`config.mk`:
```
export PLATFORM = sky130hd
export DESIGN_NAME = sfr_ram
export DESIGN_NICKNAME = d
export VERILOG_FILES = /design/src/hdl/sfr_ram.sv
export SDC_FILE = /design/constraint.sdc
export NUM_CORES = 2
export LEC_CHECK = 0
export BUFFER_PORTS_ARGS = -buffer_cell sky130_fd_sc_hd__buf_2
export CORE_MARGIN = 5
export CORE_UTILIZATION = 57
export DETAILED_ROUTE_END_ITERATION = 12
export GPL_TIMING_DRIVEN = 0
export PLACE_DENSITY = 0.73
export SLEW_MARGIN = 20
export SYNTH_ARGS = -nofsm -noshare
export SYNTH_HDL_FRONTEND = slang
export SYNTH_SLANG_ARGS = --single-unit
export TNS_END_PERCENT = 20
```
`constraint.sdc`:
```
create_clock -name clock -period 2.9 [get_ports clock]
set_input_delay 0.29 -clock clock [delete_from_list [all_inputs] [get_ports clock]]
set_output_delay 0.29 -clock clock [all_outputs]
set_load 0.02 [all_outputs]
```
`src/hdl/sfr_ram.sv`:
```
// generic single port ram with registered read
`timescale 1ns / 1ps

module sfr_ram #(
   parameter int unsigned WIDTH = 8,
   parameter int unsigned DEPTH = 256
) (
   input  logic                     clock,
   input  logic                     wr_en,
   input  logic                     rd_en,
   input  logic [$clog2(DEPTH)-1:0] addr,
   input  logic [WIDTH-1:0]         wr_data,
   output logic [WIDTH-1:0]         rd_data
);

   logic [WIDTH-1:0] mem_ff [DEPTH];
   logic [WIDTH-1:0] rd_data_ff;

   always_ff @(posedge clock) begin
      if (wr_en) begin
         mem_ff[addr] <= wr_data;
      end
      if (rd_en) begin
         rd_data_ff <= mem_ff[addr];
      end
   end

   assign rd_data = rd_data_ff;

endmodule

```
# [Word-level counts from Yosys, hierarchy flattened]
# Memory sizes are Yosys's and may differ from the RTL's. A register that Yosys moved wholly into a read port is not among the register bits.
# Cells that the tools add are included.
[totals] n_memories=1 register_bits=0 inputBits=19 out_inout_bits=8 mem_bits_rw=2048 elab_cells=3
[classes] n_mux=2
[mem_list] name="mem_ff" depth=256 word_bits=8 rd=1 rd_clocked_by_memory_dff=1 write_ports=1 line_no="16" source="logic [WIDTH-1:0] mem_ff [DEPTH];"
[ops] operator="$mux W1" n=2

# [Depth between registers and ports, before layout]
[depth] ltp_word=2 mapped_depth=10 depth_no_buf=5

# [Worst setup path after synthesis]
# No wires, ideal clock.
[synth_path] kind="in2reg" from="input addr[1]" to="memory mem_ff[111][0] (enable)" arrival_time_ns=2.139 setup_time_ns=0.370 path_buffers=5 t_required_ns=2.530 slack_ns=0.391 cell_stages=9 path_cell_list="buf_2 > clkbuf_1 > clkbuf_1 > nand2_1 > buf_2 > nor2_1 > nand2_1 > clkbuf_1 > nor2_1"
[synth_rtl] item="from (decl)" line_no="11" source="input logic [$clog2(DEPTH)-1:0] addr,"
[synth_rtl] item="to (decl)" line_no="16"
# Straight into the memory's write port.

==> results.sh <==
export IMPL_maxSlewHeadroom_pct=24.0
export IMPL_skew_ns=0.0255
export IMPL_worstPathArrival_ns=3.51
export IMPL_syn_to_final_growth_pct=13.5
export IMPL_detail_route_drc_violations=0
export IMPL_gp_congestion=0.941
export IMPL_max_vdd_ir_drop_uv=633
export IMPL_wl_mm=202
export IMPL_cap_violations=0
export IMPL_finalCoreUtilization_pct=65.0
export IMPL_hold_class="in -> reg"
export IMPL_dp_hpwl_mm=130
export IMPL_min_period_ns=3.10
export IMPL_syn_area_um2=78600
export IMPL_groute_usage_overall_pct=27.9
export IMPL_grt_pass1_vias=39300
export IMPL_violations="setup timing"
export IMPL_hold_viol_final=0
export IMPL_yosysTopAreaCellShare_pct=78.6
export IMPL_status="finished, violations left"
export IMPL_io_pins=27
export IMPL_synth_avg_cell_area_um2=22.2
export IMPL_cts_num_sinks=2056
export IMPL_required_ns=3.31
export IMPL_total_power_mw=61.6
export IMPL_wl_per_cell_um=35.0
export IMPL_num_vias=39300
export IMPL_post_synth_top_count_cell="edfxtp_1"
export IMPL_dp_cells=5386
export IMPL_nFillCells=8645
export IMPL_die_y_um=381
export IMPL_dieArea_um2=145000
export IMPL_grt_max_degree=129
export IMPL_synth_seq_area_share_pct=78.6
export IMPL_clock_fmax_mhz=323
export IMPL_synth_area_leader_cell="edfxtp_1"
export IMPL_yosys_warnings=0
export IMPL_initial_core_util_pct=57.3
export IMPL_drive_above_1_share_pct=29.9
export IMPL_cp_max_fo=10
export IMPL_report_final_slew_viol_count=0
export IMPL_grt_overflow=0
export IMPL_cts_tree="done"
export IMPL_h_tree_depth=4
export IMPL_nets=3818
export IMPL_drt_iter0_markers=5740
export IMPL_drtPass1Iterations=5
export IMPL_ys_top_cells_by_area="edfxtp_1 (79%), mux4_2 (15%), a22oi_1 (2.4%)"
export IMPL_fin_ws_ns=-0.196
export IMPL_worst_slew_pin_slew_ns=1.14
export IMPL_syn_nets=3566
export IMPL_power_density_nw_per_um2=690
export IMPL_antenna_found_initial=12
export IMPL_ys_top_cells_by_count="edfxtp_1 (2056), mux4_2 (512), a22oi_1 (256)"
export IMPL_ys_seq_elements=2056
export IMPL_synth_flop_cell="edfxtp_1"
export IMPL_cp_end_kind="flip-flop"
export IMPL_instances_no_fill=5756
export IMPL_viasPerCell=6.84
export IMPL_worstSetupPathType="in -> reg"
export IMPL_clkLatencyLatePin_ns=0.83
export IMPL_portBuffers=22
export IMPL_multiInputGateArea_um2=16600
export IMPL_cts_root_buf="clkbuf_16"
export IMPL_clk_pin_slew_ns=0.06
export IMPL_row_count=136
export IMPL_synth_distinct_cells=21
export IMPL_drtAntennaViolNets=0
export IMPL_synth_cells=3547
export IMPL_die_width_um=381
export IMPL_numCtsBuffers=196
export IMPL_clock_path_buffers=3
export IMPL_coreArea_um2=137000
export IMPL_seq_area_um2=61700
export IMPL_setup_viol=148
export IMPL_grt_pass1_wl_mm=287
export IMPL_cellLeakagePower_nw=27.0
export IMPL_async_flop_share_pct=0
export IMPL_fin_crit_sh_pct=107
export IMPL_rsz0062_at_grt="true"
export IMPL_cp_start_kind="input port"
export IMPL_synth_edff_count=2056
-- registers in the layout, indices dropped and copies added, names as in the netlist --
register / count
rd_data: 8
mem_ff: 2048
-- layout make-up --
cell class,instances,share of cell area (%)
multi-input combinational,1258,18.6
timing repair buffer,54,0.987
sequential,2056,69.2
clock buffer,246,5.85
inverter,1,0.00421
tap,1794,2.52
antenna,5,0.0140
buffer,232,1.45
clock inverter,110,1.33
-- metal layers --
| metal | global-route usage [%] | wire length (um) | up-vias |
|---|---|---|---|
| met5 | 0 | 111 | - |
| met4 | 13.2 | 10900 | 10 |
| met3 | 8.68 | 25800 | 505 |
| met2 | 42.2 | 93400 | 2738 |
| met1 | 37.9 | 71400 | 20500 |
| li1 | - | - | 15600 |
-- what timing repair did --
action                                  in CTS  in global routing
setup buffers                                0                  0
gates resized for setup                    252                 70
endpoints found under the setup margin    1746                819
hold buffers                                 9                  0
pin swaps                                    1                  6
hold endpoints to repair                   348                  0
-- metrics by stage --
| step | hold WS [ns] | worst slack (ns) | TNS, ns | area, um^2 |
|---|---|---|---|---|
| 6_report | 0.269 | -0.196 | -3.61 | 89200 |
| 5_1_grt | 0.243 | -0.0523 | -0.101 | 89200 |
| 4_1_cts | 0.203 | -0.0603 | -1.66 | 89000 |
| 3_5_place_dp | 0.503 | -2.19 | -2689.62 | 81800 |
| 3_3_place_gp | 0.721 | -2.55 | -6615.48 | 80900 |
| 2_1_floorplan | 0.389 | 0.391 | 0 | 78600 |
-- where the power goes --
group          total (mW)  internal, mW  switching (mW)
combinational        3.09          1.02            2.07
sequential           32.8          32.8          0.0249
clock                25.7          14.8            10.9
-- final timing paths --
kind | start | endpoint | slack [ns] | depth (start not counted)
max reg2reg | mem_ff[122][1] | rd_data[1] | -0.11 | 5
min reg2reg | mem_ff[202][0] | rd_data[0] | 1.11 | 5
min | wr_data[0] | mem_ff[82][0] | 0.27 | 2
max | addr[3] | rd_data[6] | -0.20 | 10
-- critical path: stages --
cell,delay (ns)
clkbuf_2,0.17
and2_1,0.19
buf_2,0.25
clkbuf_2,0.30
buf_8,0.22
clkbuf_2,0.32
a22oi_1,0.30
a21oi_1,0.24
o41ai_2,0.71
nand4_1,0.51
-- cells by family (layout without fill, tap and decap cells) --
| group | Yosys count | after routing | share of synthesized area, % |
|---|---|---|---|
| AND/OR/NAND/NOR | 330 | 330 | 1.73 |
| multiplexers | 512 | 512 | 14.7 |
| AO/OA/AOI/OAI | 416 | 416 | 3.62 |
| buffers and inverters | 233 | 643 | 1.40 |
| other | 0 | 5 | 0 |
| flip-flops | 2056 | 2056 | 78.6 |
-- cells in the final DEF (no fill, tap or decap), drive strengths merged --
| master | n |
|---|---|
| a22oi | 256 |
| diode | 5 |
| nor3 | 30 |
| edfxtp | 2056 |
| o41ai | 32 |
| clkbuf | 404 |
| nand2 | 28 |
| clkdlybuf4s15 | 1 |
| inv | 7 |
| clkinv | 76 |
| nand4 | 8 |
| and2 | 3 |
| a21oi | 128 |
| bufinv | 23 |
| or3 | 1 |
| nor2b | 7 |
| dlygate4sd3 | 9 |
| mux4 | 512 |
| nor2 | 232 |
| nand2b | 6 |
| or2 | 2 |
| clkinvlp | 5 |
| buf | 118 |
| nand3 | 13 |
Note: power is estimated with default switching activity, not from simulation.
