===== src/hdl/sfr_pkg.sv =====
// package with types and constants of the spi flash read slave
`timescale 1ns / 1ps

package sfr_pkg;

   localparam int unsigned ADDR_BITS_DEF = 16;
   localparam int unsigned SPI_ADDR_W    = 24;

   localparam logic [7:0] CMD_READ = 8'h03;

   // byte positions inside one transaction
   localparam logic [2:0] BYTE_CMD     = 3'd0;
   localparam logic [2:0] BYTE_ADDR_HI = 3'd1;
   localparam logic [2:0] BYTE_ADDR_MD = 3'd2;
   localparam logic [2:0] BYTE_ADDR_LO = 3'd3;
   localparam logic [2:0] BYTE_DATA    = 3'd4;

   localparam logic [2:0] BIT_LAST = 3'd7;

   typedef struct packed {
      logic                  mode;
      logic                  chip_select_n;
      logic                  spi_clock;
      logic                  mosi_bit;
      logic [SPI_ADDR_W-1:0] load_address;
      logic [7:0]            load_byte;
   } req_item_type;

endpackage


===== src/hdl/sfr_core.sv =====
// pin edge detection, shift registers and read command sequencing
`timescale 1ns / 1ps

module sfr_core import sfr_pkg::*; #(
   parameter int unsigned ADDR_BITS = ADDR_BITS_DEF
) (
   input  logic                 clock,
   input  logic                 reset,
   input  logic                 step,
   input  req_item_type         item,
   input  logic [7:0]           ram_rd_data,
   output logic                 ram_wr_en,
   output logic                 ram_rd_en,
   output logic [ADDR_BITS-1:0] ram_addr,
   output logic [7:0]           ram_wr_data,
   output logic                 miso_next
);

   logic [2:0]            bit_cnt_ff,  bit_cnt_in;
   logic [2:0]            byte_cnt_ff, byte_cnt_in;
   logic [SPI_ADDR_W-1:0] rd_addr_ff,  rd_addr_in;
   logic [7:0]            shift_in_ff, shift_in_in;
   logic [7:0]            cmd_ff,      cmd_in;
   logic [7:0]            shift_out_ff, shift_out_in;
   logic                  use_ram_ff,  use_ram_in;
   logic                  prev_clk_ff, prev_clk_in;
   logic                  prev_sel_ff, prev_sel_in;
   logic                  miso_ff,     miso_in;

   logic [7:0]            out_byte;
   logic [7:0]            shift_in_new;
   logic [SPI_ADDR_W-1:0] addr_merged;
   logic                  sel_rise;
   logic                  clk_rise;
   logic                  clk_fall;
   logic                  pin_step;

   // output byte is the ram data right after a fetch
   assign out_byte     = use_ram_ff ? ram_rd_data : shift_out_ff;
   assign shift_in_new = {shift_in_ff[6:0], item.mosi_bit};
   assign pin_step     = step && !item.mode;
   assign sel_rise     = !prev_sel_ff && item.chip_select_n;
   assign clk_rise     = !prev_clk_ff && item.spi_clock;
   assign clk_fall     = prev_clk_ff && !item.spi_clock;

   always_comb begin
      unique case (byte_cnt_ff)
         BYTE_ADDR_HI: addr_merged = rd_addr_ff | {shift_in_new, 16'h0000};
         BYTE_ADDR_MD: addr_merged = rd_addr_ff | {8'h00, shift_in_new, 8'h00};
         BYTE_ADDR_LO: addr_merged = rd_addr_ff | {16'h0000, shift_in_new};
         default:      addr_merged = rd_addr_ff;
      endcase
   end

   always_comb begin
      bit_cnt_in   = bit_cnt_ff;
      byte_cnt_in  = byte_cnt_ff;
      rd_addr_in   = rd_addr_ff;
      shift_in_in  = shift_in_ff;
      cmd_in       = cmd_ff;
      shift_out_in = shift_out_ff;
      use_ram_in   = use_ram_ff;
      prev_clk_in  = prev_clk_ff;
      prev_sel_in  = prev_sel_ff;
      miso_in      = miso_ff;
      ram_wr_en    = step && item.mode;
      ram_rd_en    = 1'b0;
      ram_addr     = item.load_address[ADDR_BITS-1:0];
      ram_wr_data  = item.load_byte;
      if (pin_step) begin
         prev_clk_in = item.spi_clock;
         prev_sel_in = item.chip_select_n;
         priority if (sel_rise) begin
            bit_cnt_in  = '0;
            byte_cnt_in = BYTE_CMD;
         end else if (clk_rise && !item.chip_select_n) begin
            shift_in_in  = shift_in_new;
            shift_out_in = {out_byte[6:0], 1'b0};
            use_ram_in   = 1'b0;
            bit_cnt_in   = bit_cnt_ff + 3'd1;
            if (bit_cnt_ff == BIT_LAST) begin
               shift_out_in = '0;
               bit_cnt_in   = '0;
               if (byte_cnt_ff == BYTE_CMD) begin
                  rd_addr_in = '0;
                  cmd_in     = shift_in_new;
               end else if (cmd_ff == CMD_READ) begin
                  rd_addr_in = addr_merged;
                  if (byte_cnt_ff >= BYTE_ADDR_LO) begin
                     ram_rd_en  = 1'b1;
                     ram_addr   = addr_merged[ADDR_BITS-1:0];
                     use_ram_in = 1'b1;
                     rd_addr_in = addr_merged + SPI_ADDR_W'(1);
                  end
               end
               if (byte_cnt_ff != BYTE_DATA) begin
                  byte_cnt_in = byte_cnt_ff + 3'd1;
               end
            end
         end else if (clk_fall && !item.chip_select_n) begin
            miso_in = out_byte[7];
         end else begin
            miso_in = miso_ff;
         end
      end
   end

   always_ff @(posedge clock) begin
      if (reset) begin
         bit_cnt_ff   <= '0;
         byte_cnt_ff  <= BYTE_CMD;
         rd_addr_ff   <= '0;
         shift_in_ff  <= '0;
         cmd_ff       <= '0;
         shift_out_ff <= '0;
         use_ram_ff   <= 1'b0;
         prev_clk_ff  <= 1'b0;
         prev_sel_ff  <= 1'b1;
         miso_ff      <= 1'b0;
      end else begin
         bit_cnt_ff   <= bit_cnt_in;
         byte_cnt_ff  <= byte_cnt_in;
         rd_addr_ff   <= rd_addr_in;
         shift_in_ff  <= shift_in_in;
         cmd_ff       <= cmd_in;
         shift_out_ff <= shift_out_in;
         use_ram_ff   <= use_ram_in;
         prev_clk_ff  <= prev_clk_in;
         prev_sel_ff  <= prev_sel_in;
         miso_ff      <= miso_in;
      end
   end

   assign miso_next = miso_in;

endmodule


===== config.mk =====
export PLATFORM = sky130hd
export DESIGN_NAME = sfr_core
export DESIGN_NICKNAME = d
export VERILOG_FILES = /design/src/hdl/sfr_pkg.sv /design/src/hdl/sfr_core.sv
export SDC_FILE = /design/constraint.sdc
export NUM_CORES = 1
export LEC_CHECK = 0
export ABC_CLOCK_PERIOD_IN_PS = 4890
export BUFFER_PORTS_ARGS = -buffer_cell sky130_fd_sc_hd__buf_2
export CAP_MARGIN = 20
export CORE_AREA = 10 10 76 91
export DETAILED_ROUTE_END_ITERATION = 6
export DIE_AREA = 0 0 86 101
export GPL_TIMING_DRIVEN = 0
export PLACE_DENSITY = 0.86
export SLEW_MARGIN = 20
export SYNTH_ARGS = -nofsm -noshare
export SYNTH_HDL_FRONTEND = slang
export SYNTH_SLANG_ARGS = --single-unit

===== constraint.sdc =====
create_clock -name clock -period 4.89 [get_ports clock]
set_clock_uncertainty 0.15 [all_clocks]
set_input_delay 0.978 -clock clock [delete_from_list [all_inputs] [get_ports clock]]
set_output_delay 0.978 -clock clock [all_outputs]
set_load 0.03 [all_outputs]

# After elaboration in Yosys (flattened, before gate mapping)
# Cells that the tools add are included.
[totals]
input_bits = 47
mem_bits_rw = 0
out_inout_bits = 27
memories = 0
mem_bits_ro = 0
latchBits = 0
register_bits = 57
[op_classes]
bitwise_logic = 4
reduce_logical = 22
n_div = 0
eq_ne = 6
shifts = 0
order_cmp = 1
n_addsub = 3
mul = 0
mux = 31
[ops]
columns = ["operator", "n"]
rows = [
  ["$mux W16", 7],
  ["$mux W24", 3],
  ["$pmux W24 S3", 1],
  ["$add A24 B1 Y24 const B", 1],
  ["$or A24 B16 Y24", 1],
  ["$or A24 B24 Y24", 1],
  ["$or A24 B8 Y24", 1],
  ["$mux W3", 7],
  ["$mux W8", 2],
  ["$mux W1", 11],
  ["$reduce_and A5 Y1", 2],
  ["$eq A8 B2 Y1 const B", 1],
  ["$reduce_bool A2 Y1", 4],
  ["$logic_and A1 B1 Y1", 7],
  ["$add A3 B1 Y3 const B", 2],
  ["$eq A3 B2 Y1 const B", 2],
  ["$logic_not A1 Y1", 5],
  ["$reduce_and A4 Y1", 1],
  ["$eq A3 B1 Y1 const B", 1],
  ["$eq A3 B3 Y1 const B", 1],
  ["$ge A3 B2 Y1 const B", 1],
  ["$logic_not A3 Y1", 1],
  ["$ne A3 B3 Y1 const B", 1],
  ["$reduce_and A3 Y1", 1],
  ["2 further kinds", 2],
]

# Logic depth before layout (Yosys ltp)
[depth]
depth_word = 9
depth_mapped = 10
mapped_depth_nobuf = 8

# Least setup slack after synthesis
# OpenSTA, ideal clock, no wires.
[synth_path]
path_type = "input -> output"
from = "in item[34] (netlist bit)"
to = "out ram_addr[11]"
t_required_ps = 3762
slack_ps = 830
cell_stages = 7
t_arrival_ps = 2932
path_cell_list = "nor3b_2 nand3b_1 or3_1 nand2b_1 clkbuf_1 clkbuf_1 o21ai_0"
[synth_via]
elab_chain_cells = 5
[synth_rtl]
columns = ["item", "line_no", "source"]
rows = [
  ["from (decl)", "sfr_core.sv:10", "input req_item_type item,"],
  ["$logic_not A1 Y1", "sfr_core.sv:76", "end else if (clk_rise && !item.chip_select_n) begin"],
  ["$logic_and A1 B1 Y1", "sfr_core.sv:76", ""],
  ["$mux W16", "sfr_core.sv:76", ""],
  ["$mux W16 *", "sfr_core.sv:73", "priority if (sel_rise) begin"],
  ["$mux W16 *", "sfr_core.sv:70", "if (pin_step) begin"],
  ["to (decl)", "sfr_core.sv:14", "output logic [ADDR_BITS-1:0] ram_addr,"],
]
# Mark *: on every way between the ends. The rest lies on a longest branch, timed or not.

# Worst setup path after layout
[layout_path]
from = "in item[34] (netlist bit)"
to = "out ram_addr[13]"
# Same word-level chain as after synthesis.

==> metrics.md <==
| Metric | Value |
|---|---|
| Core area | `5190 sq um` |
| Postcts setup bufs | `0` |
| # nets final | `495` |
| CTS Root Cell | `clkbuf_8` |
| Clk Latency, worst-skew pair | `0.31 ns` |
| Worst Path Max Fanout | `10` |
| Critical Path RT | `3.76 ns` |
| Most frequent cell after synthesis | `nand2_1` |
| Min Tclk post-route | `4.21 ns` |
| DR pass1 iterations | `5` |
| Global Route Usage Sum | `16.8%` |
| Syn Nets | `432` |
| Vias per inst | `5.84` |
| Int Power | `0.587 mW` |
| EDFF count, synth | `0` |
| Max Slew Vio Count | `0` |
| Number of buffers inserted by hold repair at cts | `0` |
| Share of post-route cells with drive strength above 1 | `18.3%` |
| Drt total wl | `7670 microns` |
| Pwr Total | `0.777 mW` |
| H-tree depth | `2` |
| Setup WS pre-CTS | `0.689 ns` |
| Area leader, netlist | `dfxtp_1` |
| Num CTS Buffers | `5` |
| Final hold vios | `0` |
| Max-cap violations | `0` |
| Synth Cell Area | `2830 sq um` |
| ANT nets after route | `0` |
| Port buffer count | `56` |
| Maximum buffer depth of the clock tree | `2` |
| Total negative slack | `0 ns` |
| Final setup violation count | `0` |
| Cell area power density | `235 nW/um^2` |
| Initial antenna violation count | `0` |
| Peak VDD IR | `0.000231 V` |
| CTS Sinks | `48` |
| Slew headroom | `61.8%` |
| Total gr overflow | `0` |
| F_max | `237 MHz` |
| Library cells used by synthesis | `54` |
| Seq pwr share | `50.5%` |
| Crit Path Class | `in2out` |
| Synth Register Bits | `48` |
| Residual DRC | `0` |
| Initial drt markers | `259` |
| Combinational power share | `9.8%` |
| Vias | `2942` |
| CTS resizes | `0` |
| Measured slew at the worst slew-check pin | `0.573 ns` |
| Status | `complete, no violations` |
| Largest net degree at the start of global routing | `16` |
| Mapped Avg Cell Area | `7.48 sq um` |
| Vias in the first global route | `2823` |
| First-pass GRT wire length | `12400 microns` |
| Path type of the worst min-delay path | `reg2reg` |
| TritonCTS clock tree | `done` |
| Area Overhead vs Synth | `17.0%` |
| Yosys top cell area share | `34.0%` |
| Sw Pwr | `0.190 mW` |
| Die Y | `101 microns` |
| Post-synth ARST share | `0%` |
| Period utilization | `86.2%` |
| Reg clk slew, reported paths | `0.09 ns` |
| Largest cells by area after synthesis | `dfxtp_1 (34%), nand2_1 (7.8%), a21oi_1 (5.7%)` |
| Final RePlAce weighted congestion | `0.949` |
| Synth Instances | `378` |
| Initial core utilization | `54.5%` |
| Switch share | `24.5%` |
| Top cells by count, synth | `nand2_1 (59), dfxtp_1 (48), nor2_1 (40), a21oi_1 (32), o21ai_0 (31)` |
| Final worst setup slack | `0.675 ns` |
| # IOs | `74` |
| Row count | `29` |
| Die W | `86 microns` |
| WL/cell | `15.2 microns` |
| Synth warnings | `0` |
| Dpl hpwl | `5840 microns` |
| Die ar. | `8690 sq um` |
| Leakage power | `1.31 nW` |
| Startpoint Class | `input pin` |
| Worst path arrival time | `3.09 ns` |
| Setup crit end kind | `output pin` |
| Ant diodes | `0` |
| Sequential area share after synthesis | `34.0%` |
| Clock group share of total power | `39.6%` |
| Top FF cell, synth | `dfxtp_1` |
| Final Util | `63.7%` |
| Area post-placement | `3180 sq um` |
| Setup repair after global routing missed its margin | `false` |
| Design Area, Final | `3310 sq um` |
## registers in the layout, summed over array words and instances, names as in the netlist
signal,flops
shift_out_ff,7
cmd_ff,8
prev_clk_ff,1
prev_sel_ff,1
shift_in_ff,7
rd_addr_ff,16
bit_cnt_ff,3
miso_ff,1
use_ram_ff,1
byte_cnt_ff,3
## final timing paths
check                           slack (ns)  cells past startpoint        endpoint           start
worst max-delay path                  0.68                     10    ram_addr[13]        item[34]
worst min-delay path                  0.33                      2   rd_addr_ff[3]   rd_addr_ff[3]
worst max register to register        1.94                      8  rd_addr_ff[14]  byte_cnt_ff[1]
worst min register to register        0.33                      2   rd_addr_ff[3]   rd_addr_ff[3]
## stage by stage
| step | std cells | hold WS, ns |
|---|---|---|
| after global placement | 496 | 0.286 |
| final | 504 | 0.327 |
| after CTS | 504 | 0.323 |
| after detailed placement | 496 | 0.304 |
| after global routing | 504 | 0.337 |
| after floorplan | 378 | 0.276 |
## critical path, stage by stage
cell and delay (ns):
buf_2 0.11, nor3b_2 0.28, nand3b_1 0.15, or3_1 0.42, nand2b_1 0.16, clkbuf_1 0.23
clkbuf_1 0.34, nand2_1 0.13, o21ai_0 0.09, buf_2 0.20
## layout make-up
| class | count | area (sq um) |
|---|---|---|
| buffer | 35 | 164 |
| clock buffer | 6 | 82.6 |
| clock inverter | 2 | 38.8 |
| fill | 467 | 1880 |
| inverter | 7 | 26.3 |
| multi-input combinational | 288 | 1680 |
| sequential | 48 | 961 |
| tap | 62 | 77.6 |
| timing repair buffer | 56 | 280 |
## layer usage
| layer | GRT usage (%) | vias up | wire length [microns] |
|---|---|---|---|
| met2 | 29.6 | 121 | 3700 |
| met3 | 4.69 | 19 | 563 |
| met1 | 18.9 | 1350 | 3270 |
| met4 | 5.33 | 0 | 144 |
| li1 | - | 1452 | - |
| met5 | 0 | - | 0 |
## placed cells by master, fill, tap and decap left out, types with 3 or more instances in the layout
cell type / instances
clkbuf_1: 24
ha_1: 7
nor3_1: 11
a31oi_1: 8
nand4_1: 4
o22ai_1: 6
buf_2: 58
xnor2_1: 5
nor4_1: 4
o31ai_1: 6
o21a_1: 3
nor2b_1: 4
nor2_1: 40
and2_1: 4
nand2_1: 59
o21ai_0: 31
nand3b_1: 4
clkbuf_8: 6
a22oi_1: 5
mux2i_1: 15
nand3_1: 5
buf_4: 8
dfxtp_1: 48
inv_1: 6
a21oi_1: 32
## power groups by stage
stage | combinational (mW) | clock (mW) | sequential (mW)
after floorplan | 0.0479 | 0 | 0.402
after global placement | 0.0748 | 0 | 0.402
final | 0.0763 | 0.308 | 0.393
after detailed placement | 0.0765 | 0 | 0.402
after global routing | 0.0817 | 0.326 | 0.393
after CTS | 0.0767 | 0.310 | 0.393
## logic make-up after synthesis
kind of cell               after synthesis  synth area share (%)
and+or+nand+nor                        152                  25.6
AOI/OAI and AO/OA                      106                  22.6
DFF                                     48                  34.0
buffers and inverters                   42                  6.73
muxes                                   17                  6.11
adders and majority gates                7                  3.10
xor gates and xnor gates                 6                  1.86
No activity file was read; power rests on OpenSTA's default activity.
